===== src/rtl/core/hcle_pkg.sv =====
// Shared constants, types and the header-name table of the Content-Length extractor.
`timescale 1ns / 1ps

package hcle_pkg;

    // Default width of the parsed length
    localparam int LENGTH_WIDTH_DEF = 64;

    // Width of the length field on the result stream
    localparam int LEN_OUT_W = 64;

    // Header name that is matched, and its length
    localparam int KEY_LEN = 14;
    localparam int KEY_POS_W = 4;

    // Control characters
    localparam logic [7:0] CHAR_CR = 8'h0D;
    localparam logic [7:0] CHAR_LF = 8'h0A;
    localparam logic [7:0] CHAR_COLON = 8'h3A;
    localparam logic [7:0] CHAR_PLUS = 8'h2B;
    localparam logic [7:0] CHAR_MINUS = 8'h2D;
    localparam logic [7:0] CHAR_SPACE = 8'h20;
    localparam logic [7:0] CHAR_HT = 8'h09;
    localparam logic [7:0] CHAR_ZERO = 8'h30;
    localparam logic [7:0] CHAR_NINE = 8'h39;
    localparam logic [7:0] CHAR_UP_A = 8'h41;
    localparam logic [7:0] CHAR_UP_Z = 8'h5A;

    // One result per message
    typedef struct packed {
        logic                 length_found;
        logic [LEN_OUT_W-1:0] length_value;
        logic                 ended_at_blank_line;
    } hcle_result_t;

    // Lower-case "content-length", one character per position
    function automatic logic [7:0] key_char(input logic [KEY_POS_W-1:0] idx);
        logic [7:0] ch;
        begin
            unique case (idx)
                4'd0:    ch = 8'h63; // c
                4'd1:    ch = 8'h6F; // o
                4'd2:    ch = 8'h6E; // n
                4'd3:    ch = 8'h74; // t
                4'd4:    ch = 8'h65; // e
                4'd5:    ch = 8'h6E; // n
                4'd6:    ch = 8'h74; // t
                4'd7:    ch = 8'h2D; // -
                4'd8:    ch = 8'h6C; // l
                4'd9:    ch = 8'h65; // e
                4'd10:   ch = 8'h6E; // n
                4'd11:   ch = 8'h67; // g
                4'd12:   ch = 8'h74; // t
                4'd13:   ch = 8'h68; // h
                default: ch = 8'h00;
            endcase
            return ch;
        end
    endfunction

endpackage


===== src/rtl/core/hcle_parser.sv =====
// Per-byte header parser: line state, value accumulator and best length.
`timescale 1ns / 1ps

module hcle_parser #(
    parameter int LENGTH_WIDTH = hcle_pkg::LENGTH_WIDTH_DEF
) (
    input  logic                  clk,
    input  logic                  rst_n,
    input  logic                  step_en,
    input  logic [7:0]            data_byte,
    input  logic                  end_of_message,
    output logic                  res_valid,
    output hcle_pkg::hcle_result_t res
);

    // Line phase codes
    localparam logic [2:0] PH_NAME   = 3'd0;
    localparam logic [2:0] PH_SKIP   = 3'd1;
    localparam logic [2:0] PH_WS     = 3'd2;
    localparam logic [2:0] PH_SIGN   = 3'd3;
    localparam logic [2:0] PH_DIGITS = 3'd4;
    localparam logic [2:0] PH_DONE   = 3'd5;

    typedef struct packed {
        logic                                  nonempty;
        logic [2:0]                            phase;
        logic [hcle_pkg::KEY_POS_W-1:0]        pos;
        logic                                  mismatch;
        logic                                  negative;
        logic                                  seen;
        logic                                  overflow;
        logic [LENGTH_WIDTH-1:0]               acc;
    } line_t;

    localparam line_t LINE_CLEAR = '{
        nonempty: 1'b0, phase: PH_NAME, pos: '0, mismatch: 1'b0,
        negative: 1'b0, seen: 1'b0, overflow: 1'b0, acc: '0
    };

    // Feeding a CR: whitespace in the value, a mismatch in the name
    function automatic line_t feed_cr(input line_t l, input logic first);
        line_t r;
        begin
            r = l;
            r.nonempty = 1'b1;
            if (!first)
            begin
                if (l.phase == PH_NAME)
                begin
                    r.mismatch = 1'b1;
                end
                else if (l.phase == PH_SIGN || l.phase == PH_DIGITS)
                begin
                    r.phase = PH_DONE;
                end
            end
            return r;
        end
    endfunction

    // Feeding one ordinary byte
    function automatic line_t feed_byte(input line_t l, input logic first,
                                        input logic [7:0] c);
        line_t                 r;
        logic [7:0]            lc;
        logic                  is_dig;
        logic                  is_sp;
        logic                  add;
        logic [LENGTH_WIDTH+3:0] wide;
        begin
            r = l;
            r.nonempty = 1'b1;
            lc = (c >= hcle_pkg::CHAR_UP_A && c <= hcle_pkg::CHAR_UP_Z) ? (c + 8'd32) : c;
            is_dig = (c >= hcle_pkg::CHAR_ZERO) && (c <= hcle_pkg::CHAR_NINE);
            is_sp = (c == hcle_pkg::CHAR_SPACE) ||
                    (c >= hcle_pkg::CHAR_HT && c <= hcle_pkg::CHAR_CR);
            add = 1'b0;
            // acc * 10 + digit, checked against the length width
            wide = ({4'b0000, l.acc} << 3) + ({4'b0000, l.acc} << 1)
                 + {{LENGTH_WIDTH{1'b0}}, c[3:0]};
            if (!first)
            begin
                unique case (l.phase)
                    PH_NAME:
                    begin
                        if (c == hcle_pkg::CHAR_COLON)
                        begin
                            r.phase = (!l.mismatch &&
                                       l.pos == hcle_pkg::KEY_POS_W'(hcle_pkg::KEY_LEN))
                                      ? PH_WS : PH_SKIP;
                        end
                        else if (l.pos < hcle_pkg::KEY_POS_W'(hcle_pkg::KEY_LEN) &&
                                 lc == hcle_pkg::key_char(l.pos))
                        begin
                            r.pos = l.pos + 1'b1;
                        end
                        else
                        begin
                            r.mismatch = 1'b1;
                        end
                    end
                    PH_WS:
                    begin
                        if (is_sp)
                        begin
                            r.phase = PH_WS;
                        end
                        else if (c == hcle_pkg::CHAR_PLUS)
                        begin
                            r.phase = PH_SIGN;
                        end
                        else if (c == hcle_pkg::CHAR_MINUS)
                        begin
                            r.negative = 1'b1;
                            r.phase = PH_SIGN;
                        end
                        else if (is_dig)
                        begin
                            r.phase = PH_DIGITS;
                            add = 1'b1;
                        end
                        else
                        begin
                            r.phase = PH_DONE;
                        end
                    end
                    PH_SIGN, PH_DIGITS:
                    begin
                        if (is_dig)
                        begin
                            r.phase = PH_DIGITS;
                            add = 1'b1;
                        end
                        else
                        begin
                            r.phase = PH_DONE;
                        end
                    end
                    default:
                    begin
                        r.phase = l.phase;
                    end
                endcase
            end
            // Digit accumulate; overflow freezes the magnitude
            if (add)
            begin
                r.seen = 1'b1;
                if (!l.overflow)
                begin
                    if (|wide[LENGTH_WIDTH+3:LENGTH_WIDTH])
                    begin
                        r.overflow = 1'b1;
                    end
                    else
                    begin
                        r.acc = wide[LENGTH_WIDTH-1:0];
                    end
                end
            end
            return r;
        end
    endfunction

    function automatic logic value_ok(input line_t l);
        return (l.phase == PH_DIGITS || l.phase == PH_DONE) && l.seen && !l.overflow;
    endfunction

    function automatic logic [LENGTH_WIDTH-1:0] line_value(input line_t l);
        return l.negative ? (~l.acc + 1'b1) : l.acc;
    endfunction

    line_t                   line_reg, line_next;
    logic                    first_reg, first_next;
    logic                    hdone_reg, hdone_next;
    logic                    pend_reg, pend_next;
    logic                    bfound_reg, bfound_next;
    logic [LENGTH_WIDTH-1:0] blen_reg, blen_next;
    logic                    emit;
    logic                    emit_blank;
    logic                    clr;
    logic                    blank;
    logic [hcle_pkg::LEN_OUT_W-1:0] value_ext;

    // Next state for one byte
    always_comb
    begin
        line_next = line_reg;
        first_next = first_reg;
        hdone_next = hdone_reg;
        pend_next = pend_reg;
        bfound_next = bfound_reg;
        blen_next = blen_reg;
        emit = 1'b0;
        emit_blank = 1'b0;
        clr = 1'b0;
        blank = 1'b0;
        if (hdone_reg)
        begin
            // after the empty line: wait for the end of the message
            clr = end_of_message;
        end
        else if (pend_reg && data_byte == hcle_pkg::CHAR_LF)
        begin
            // CR LF closes the line
            pend_next = 1'b0;
            blank = !first_reg && !line_reg.nonempty;
            if (first_reg)
            begin
                first_next = 1'b0;
            end
            else if (!blank && value_ok(line_reg))
            begin
                blen_next = line_value(line_reg);
                bfound_next = 1'b1;
            end
            line_next = LINE_CLEAR;
            if (blank)
            begin
                emit = 1'b1;
                emit_blank = 1'b1;
                hdone_next = 1'b1;
                clr = end_of_message;
            end
            else if (end_of_message)
            begin
                emit = 1'b1;
                clr = 1'b1;
            end
        end
        else
        begin
            // held CR turns out to be an ordinary byte
            if (pend_reg)
            begin
                line_next = feed_cr(line_next, first_reg);
            end
            pend_next = (data_byte == hcle_pkg::CHAR_CR);
            if (data_byte != hcle_pkg::CHAR_CR)
            begin
                line_next = feed_byte(line_next, first_reg, data_byte);
            end
            if (end_of_message)
            begin
                if (data_byte == hcle_pkg::CHAR_CR)
                begin
                    line_next = feed_cr(line_next, first_reg);
                end
                if (!first_reg && line_next.nonempty && value_ok(line_next))
                begin
                    blen_next = line_value(line_next);
                    bfound_next = 1'b1;
                end
                emit = 1'b1;
                clr = 1'b1;
            end
        end
    end

    // Result as seen before the message state is cleared
    always_comb
    begin
        value_ext = '0;
        value_ext[LENGTH_WIDTH-1:0] = bfound_next ? blen_next : '0;
    end

    assign res_valid = step_en && emit;
    assign res.length_found = bfound_next;
    assign res.length_value = value_ext;
    assign res.ended_at_blank_line = emit_blank;

    // Parser state
    always_ff @(posedge clk or negedge rst_n)
    begin
        if (!rst_n)
        begin
            line_reg <= LINE_CLEAR;
            first_reg <= 1'b1;
            hdone_reg <= 1'b0;
            pend_reg <= 1'b0;
            bfound_reg <= 1'b0;
            blen_reg <= '0;
        end
        else if (step_en)
        begin
            if (clr)
            begin
                line_reg <= LINE_CLEAR;
                first_reg <= 1'b1;
                hdone_reg <= 1'b0;
                pend_reg <= 1'b0;
                bfound_reg <= 1'b0;
                blen_reg <= '0;
            end
            else
            begin
                line_reg <= line_next;
                first_reg <= first_next;
                hdone_reg <= hdone_next;
                pend_reg <= pend_next;
                bfound_reg <= bfound_next;
                blen_reg <= blen_next;
            end
        end
    end

endmodule


===== src/rtl/core/http_content_length_extractor_top.sv =====
// Top level of the HTTP Content-Length extractor: input skid stage, parser, result register.
//
//  Channel  Dir  Transfer on          Payload
//  s_*      in   s_tvalid & s_tready  tdata[7:0] data_byte, tlast end_of_message
//  m_*      out  m_tvalid & m_tready  tdata[63:0] length_value,
//                                     tuser[0] length_found, tuser[1] ended_at_blank_line
//
// One byte per cycle while m_tready does not stall; a byte waits in the input register
// until the parser steps; that edge also loads any result into the result register.
// rst_n (async, active low) returns the parser to the start of a message.
// s_tready is registered: a two-entry input stage absorbs a stall of m_tready.
// A stalled result holds the parser; bytes with no result still wait behind it.
`timescale 1ns / 1ps

module http_content_length_extractor_top #(
    parameter int LENGTH_WIDTH = hcle_pkg::LENGTH_WIDTH_DEF
) (
    input  logic        clk,
    input  logic        rst_n,
    input  logic        s_tvalid,
    output logic        s_tready,
    input  logic [7:0]  s_tdata,   // [7:0] data_byte
    input  logic        s_tlast,   // end_of_message
    output logic        m_tvalid,
    input  logic        m_tready,
    output logic [63:0] m_tdata,   // [63:0] length_value
    output logic [1:0]  m_tuser    // [0] length_found, [1] ended_at_blank_line
);

    logic       in_valid_reg;
    logic [7:0] in_byte_reg;
    logic       in_last_reg;
    logic       skid_valid_reg;
    logic [7:0] skid_byte_reg;
    logic       skid_last_reg;
    logic       s_xfer;
    logic       advance;
    logic       res_valid;
    hcle_pkg::hcle_result_t res;
    logic       out_valid_reg;
    hcle_pkg::hcle_result_t out_reg;

    assign s_tready = !skid_valid_reg;
    assign s_xfer = s_tvalid && s_tready;
    assign advance = in_valid_reg && (!out_valid_reg || m_tready);

    // Input register with skid entry
    always_ff @(posedge clk or negedge rst_n)
    begin
        if (!rst_n)
        begin
            in_valid_reg <= 1'b0;
            skid_valid_reg <= 1'b0;
        end
        else
        begin
            if (!in_valid_reg || advance)
            begin
                if (skid_valid_reg)
                begin
                    in_valid_reg <= 1'b1;
                    skid_valid_reg <= 1'b0;
                end
                else
                begin
                    in_valid_reg <= s_xfer;
                end
            end
            else if (s_xfer)
            begin
                skid_valid_reg <= 1'b1;
            end
        end
    end

    // Input payload
    always_ff @(posedge clk)
    begin
        if (!in_valid_reg || advance)
        begin
            if (skid_valid_reg)
            begin
                in_byte_reg <= skid_byte_reg;
                in_last_reg <= skid_last_reg;
            end
            else
            begin
                in_byte_reg <= s_tdata;
                in_last_reg <= s_tlast;
            end
        end
        if (s_xfer)
        begin
            skid_byte_reg <= s_tdata;
            skid_last_reg <= s_tlast;
        end
    end

    hcle_parser #(
        .LENGTH_WIDTH(LENGTH_WIDTH)
    ) u_parser (
        .clk            (clk),
        .rst_n          (rst_n),
        .step_en        (advance),
        .data_byte      (in_byte_reg),
        .end_of_message (in_last_reg),
        .res_valid      (res_valid),
        .res            (res)
    );

    // Result register
    always_ff @(posedge clk or negedge rst_n)
    begin
        if (!rst_n)
        begin
            out_valid_reg <= 1'b0;
        end
        else if (res_valid)
        begin
            out_valid_reg <= 1'b1;
        end
        else if (m_tready)
        begin
            out_valid_reg <= 1'b0;
        end
    end

    always_ff @(posedge clk)
    begin
        if (res_valid)
        begin
            out_reg <= res;
        end
    end

    assign m_tvalid = out_valid_reg;
    assign m_tdata = out_reg.length_value;
    assign m_tuser = {out_reg.ended_at_blank_line, out_reg.length_found};

endmodule

===== config.mk =====
export PLATFORM = sky130hd
export DESIGN_NAME = http_content_length_extractor_top
export DESIGN_NICKNAME = d
export VERILOG_FILES = /design/src/rtl/core/hcle_pkg.sv /design/src/rtl/core/hcle_parser.sv /design/src/rtl/core/http_content_length_extractor_top.sv
export SDC_FILE = /design/constraint.sdc
export NUM_CORES = 1
export LEC_CHECK = 0
export ABC_AREA = 0
export BUFFER_PORTS_ARGS = -buffer_cell sky130_fd_sc_hd__buf_2
export CAP_MARGIN = 20
export CELL_PAD_IN_SITES_DETAIL_PLACEMENT = 1
export CELL_PAD_IN_SITES_GLOBAL_PLACEMENT = 1
export CORE_MARGIN = 4
export CORE_UTILIZATION = 37
export CTS_CLUSTER_SIZE = 28
export DETAILED_ROUTE_END_ITERATION = 7
export PLACE_DENSITY_LB_ADDON = 0.08
export SLEW_MARGIN = 20
export SYNTH_ARGS = -nofsm -noshare
export SYNTH_HDL_FRONTEND = slang
export SYNTH_HIERARCHICAL = 1
export SYNTH_SLANG_ARGS = --single-unit

===== constraint.sdc =====
create_clock -name clk -period 9.5 [get_ports clk]
set_input_delay 2.375 -clock clk [delete_from_list [all_inputs] [get_ports clk]]
set_output_delay 2.375 -clock clk [all_outputs]
set_load 0.005 [all_outputs]

# Yosys cells after proc, flatten, opt, wreduce, memory -nomap -nowiden
# Memories as Yosys holds them, arrays and structs flattened.
# Cells that the tools add are included.
totals:
  regBits: 231
  mem_bits_ro: 112
  inputBits: 13
  output_inout_bits: 68
  word_cells: 202
  memories: 1
mem_list:
  columns: ["memory", "words", "word_bits", "rd", "rd_ports_with_merged_regs", "write_ports", "line_no", "text"]
  rows:
  - ["(no name shown)", 16, 7, 1, 0, 0, "hcle_pkg.sv:40", "unique case (idx)"]
classes:
  add_sub_neg: 6
  n_lt_le_gt_ge: 7
  eq_ne: 20
  muxes: 100
  bitwise_logic: 2
  reduce_logical: 43
ops:
  columns: ["operator", "n"]
  rows:
  - ["$mux W76", 14]
  - ["$mux W64", 10]
  - ["$add A64 B1 Y64 const B", 2]
  - ["$not A64 Y64", 2]
  - ["$add A67 B65 Y68", 1]
  - ["$add A68 B4 Y68", 1]
  - ["$mux W66", 1]
  - ["$mux W65", 1]
  - ["$mux W8", 8]
  - ["$mux W1", 49]
  - ["$eq A8 B6 Y1 const B", 4]
  - ["$mux W3", 10]
  - ["$eq A3 B3 Y1 const B", 6]
  - ["$logic_and A1 B1 Y1", 17]
  - ["$eq A8 B4 Y1 const B", 2]
  - ["$eq A3 B2 Y1 const B", 4]
  - ["$mux W5", 2]
  - ["$logic_not A1 Y1", 9]
  - ["$logic_not A3 Y1", 3]
  - ["$mux W9", 1]
  - ["$pmux W3 S3", 1]
  - ["$add A8 B6 Y8 const B", 1]
  - ["$eq A8 B8 Y1", 1]
  - ["$ge A8 B4 Y1 const B", 1]
  - ["other kinds (19)", 27]

# Longest topological paths before layout
# An unclocked memory read counts as a cell.
logic_depth:
  ltp_word: 43
  ltp_mapped: 33
  mapped_depth_nobuf: 27

# Modules after synthesis
# The synthesis kept the hierarchy.
by_module_without_submodules:
  columns: ["module", "instances", "cells_per_inst", "area_each_um2", "seq_area_each_um2"]
  rows:
  - ["hcle_parser", 1, 2498, 18711.7, 3604.7]
  - ["http_content_length_extractor_top", 1, 106, 2786.4, 2597.5]

# Least setup slack after synthesis
# Ideal clock, no wire load.
synth_path:
  path_kind: "reg2reg"
  start: "register in_byte_reg[3]"
  end: "register out_reg, in the netlist m_tdata[54], data pin"
  setup_time_ns: 0.266
  t_arrival_ns: 7.476
  required_ns: 9.234
  slack_ns: 1.758
  stages_incl_launch_ff: 33
  path_buffers: 6
  period_less_slack_ns: 7.742
  path_cell_list: "edfxtp_1 clkbuf_1 inv_1 fa_1 inv_1 ha_1 a211oi_1 o211a_1 nor4_4 o21ai_1 nand2_1 a311o_1 or4_1 buf_2 nor3_1 buf_2 buf_2 buf_2 nor2_1 a21oi_1 ha_1 clkbuf_1 and3_1 nand3_1 nor4bb_1 nand2_1 o41ai_1 nand4_1 o41ai_1 xnor2_1 nor2_1 a221oi_1 nor2_1"
synth_via:
  elab_chain_cells: 29
  elab_cells_between_ends: 74
  cone_classes: "add/sub (2); order compare (4); eq/ne (11); mux (43); bitwise (1); reduce/logical (13)"
synth_lines:
  columns: ["item", "line_no", "text"]
  rows:
  - ["from (decl)", "http_content_length_extractor_top.sv:31", "logic [7:0] in_byte_reg;"]
  - ["from (signal assigned)", "http_content_length_extractor_top.sv:83", "in_byte_reg <= skid_byte_reg;"]
  - ["from (signal assigned)", "http_content_length_extractor_top.sv:88", "in_byte_reg <= s_tdata;"]
  - ["parallel branches: the longest is 29 deep, another holds $ge A8 B6 Y1", null, null]
  - ["to (signal assigned)", "http_content_length_extractor_top.sv:132", "out_reg <= res;"]
  - ["to (decl)", "http_content_length_extractor_top.sv:41", "hcle_pkg::hcle_result_t out_reg;"]
# Several ways; the timed one is not identified. The select of a mux whose other input is x is not followed.
# A chain may end at the register's enable or synchronous reset.

# Final worst setup path
# Ends and elaborated chain as after synthesis.

==> metrics <==
Hold-fix buffers, CTS 0; combinational fraction of design power 0.112; Initial Utilization 0.373; post-synth cell types 110; critical path class reg -> reg; Pre-Repair DR Iteration Count 5; Final setup viols 0; DRC 0; Die H 249 um; unrepaired setup endpoints after global routing false; first-pass GRT wire length 138000 um; clock skew 14.9 ps; clock sink count 231; share of cells above drive strength 1 0.108; Routed WL per cell 27.1 um; total of max-cap violations 0; cell taking the most area after synthesis dfrtp_1; design area 23500 um^2; fin. max-slew vios 0; sequential area share after synthesis 0.288; IO buf count 80; GRT overflow 0; Routed Wire Length 91500 um; Worst VDD drop 0.000130 V; die area 62000 um^2; Post-synth EDFFs 84; top-area cell type share of the netlist area 0.170; filler cell count 6844; clock group share of total power 0.441; Area Overhead vs Synth 9.24%; final hold viol count 0; Detailed Place HPWL 70100 um; Cells after Synth 2604; Net Switching 708 uW; Fin Setup TNS 0 ps; IO Count 81; die width 249 um; Clk pin slew, worst setup/hold paths 60 ps; DP Worst Slack 880 ps; largest net degree at the start of global routing 111; routed vias/inst 6.31; Pleak 0.0101 uW; Tot GR Track Use 0.282; synth warn 6; DP Area 22600 um^2; Synth Flop Type dfrtp_1; worst endpoint data arrival time 9070 ps; Post-Syn Nets 2756; Mapped Area 21500 um^2; flops & latches, synth 231; outcome finished, final reports clean; Critical Path Most Common Cell nor2_1; Final Cycle Share 0.925; syn avg cell area 8.26 um^2; H-Tree Depth 1; share of async-settable or async-resettable flops after synthesis 0.636; clk root buf clkbuf_16; CTS tree built; core area 57600 um^2; Worst Path Required 9790 ps; CP max-delay cell or4_1; total CTS buffers 27; routed vias 21300; crit-path max cell delay 700 ps; vias in the first global route 21100; Gates resized, CTS repair 0; setup repair bufs after CTS 0; Worst slew margin 0.154; Antenna diodes 0; Critical Path Source Type flop; Final ANT Viol Nets 0; clk_lat worst skew 560 ps; final worst path period need 8790 ps; fmax 114 MHz; GP Congestion 0.934; Cell Rows 88; Cell Int Power 1830 uW; initial antenna violation count 0; crit end category flop; CTS max path bufs 3; Hold Path Class reg -> reg; PwrDens 108 nW/um^2; Worst Slack Setup Final 714 ps; most area-consuming cells after synthesis dfrtp_1, edfxtp_1, ha_1, nand2_1, o21ai_0; Layout Nets 2737; iteration-0 DRC count of the detailed router 1720; worst-path fanout max 9; slew of the pin with the lowest slew margin 1240 ps; Sw Ratio 0.279; sequential share of power 0.447; number of flip-flops in the largest register 76
-- synth_stat cells, drive strengths merged (15+ instances only) --
cell type and count:
xnor2 87, buf 44, nand3 52, a31oi 38, a21o 55, o21ai 205, nor2b 16, a22oi 22
a21oi 181, or2 15, inv 51, a211oi 28, nand2b 17, o211ai 15, o41ai 16, edfxtp 84
nand4 35, dfrtp 146, and3 23, o31ai 46, ha 137, nor2 211, or3 42, xor2 81
or4 18, nand2 296, nor3 58, and2 37, mux2 27, mux2i 58, o21a 21, o22ai 22
a22o 31, nor4 27, clkbuf 137
-- placed cells by master, fill, tap and decap left out, types with 16 or more instances in the layout --
cell type    n
mux2_2      20
ha_1       137
clkbuf_16   27
buf_4       52
nand2_1    294
a22o_1      31
or3_1       41
nor2_1     207
and3_1      21
a31oi_1     38
nor3_1      57
nor2b_1     16
nor4_1      24
buf_2       79
nand2b_1    17
o22ai_1     21
mux2i_1     58
inv_1       50
and2_1      36
o41ai_1     16
a211oi_1    25
nand3_1     51
xor2_1      80
o21ai_0    194
xnor2_1     87
o31ai_1     45
nand4_1     33
a21o_1      54
dfrtp_1    144
a21oi_1    177
o21a_1      21
edfxtp_1    84
a22oi_1     22
-- final timing paths --
path                            cells past startpoint                     to  slack [ps]                   from
worst max-delay path                               28            m_tdata[54]         710         in_byte_reg[3]
worst min-delay path                                1  u_parser/blen_reg[53]         480  u_parser/blen_reg[53]
worst max register to register                     28            m_tdata[54]         710         in_byte_reg[3]
worst min register to register                      1  u_parser/blen_reg[53]         480  u_parser/blen_reg[53]
max in group asynchronous                           2  u_parser/line_reg[66]        6410                  rst_n
min in group asynchronous                           1  u_parser/line_reg[69]        1750                  rst_n
-- kinds of logic after synthesis --
family / Yosys count / synth area share
muxes: 85 / 0.0424
and+or+nand+nor: 883 / 0.199
adders and majority gates: 139 / 0.0816
xor gates and xnor gates: 168 / 0.0688
DFF: 231 / 0.288
AOI/OAI and AO/OA: 864 / 0.275
buffers and inverters: 234 / 0.0449
-- cell type report --
cell class	count	area, um^2	area share
well taps	765	957	0.0408
flip-flops and latches	231	6200	0.264
repair buffers	133	817	0.0348
multi-input cells	2139	14400	0.613
inverters	53	199	0.00847
clock inverters	13	183	0.00778
clock buffers	36	739	0.0315
-- metal layers --
metal / part of all wire / routed length (um) / vias to the layer above / GRT usage
met4: 0.025 / 2290 / 0 / 0.0666
met2: 0.43 / 39800 / 707 / 0.436
met5: 0 / 0 / - / 0
met1: 0.48 / 43800 / 10700 / 0.423
met3: 0.061 / 5610 / 113 / 0.0327
li1: - / - / 9727 / -
-- stage by stage --
step,hold WS [ps],util,power (uW),instances
CTS,483,0.408,2570,3370
floorplan,439,-,1300,2604
finish,482,0.408,2540,3370
global placement,462,0.392,1440,3321
detailed placement,469,0.392,1440,3321
global route,503,0.408,2630,3370
-- worst max-delay path, delay by kind of cell, from the launching register on --
family	cells	cell delay [ps]
DFF	1	490
and+or+nand+nor	12	3120
buffers and inverters	3	520
adders and majority gates	3	1300
AOI/OAI and AO/OA	9	2850
xor gates and xnor gates	1	250
-- power by group through the flow --
stage                     logic [uW]  registers (uW)  clock network (uW)
after global routing             311            1140                1180
after detailed placement         285            1160                   0
after global placement           282            1150                   0
after floorplan                  166            1140                   0
final                            285            1140                1120
after CTS                        287            1140                1140
Power figures use the tool's default switching activity.
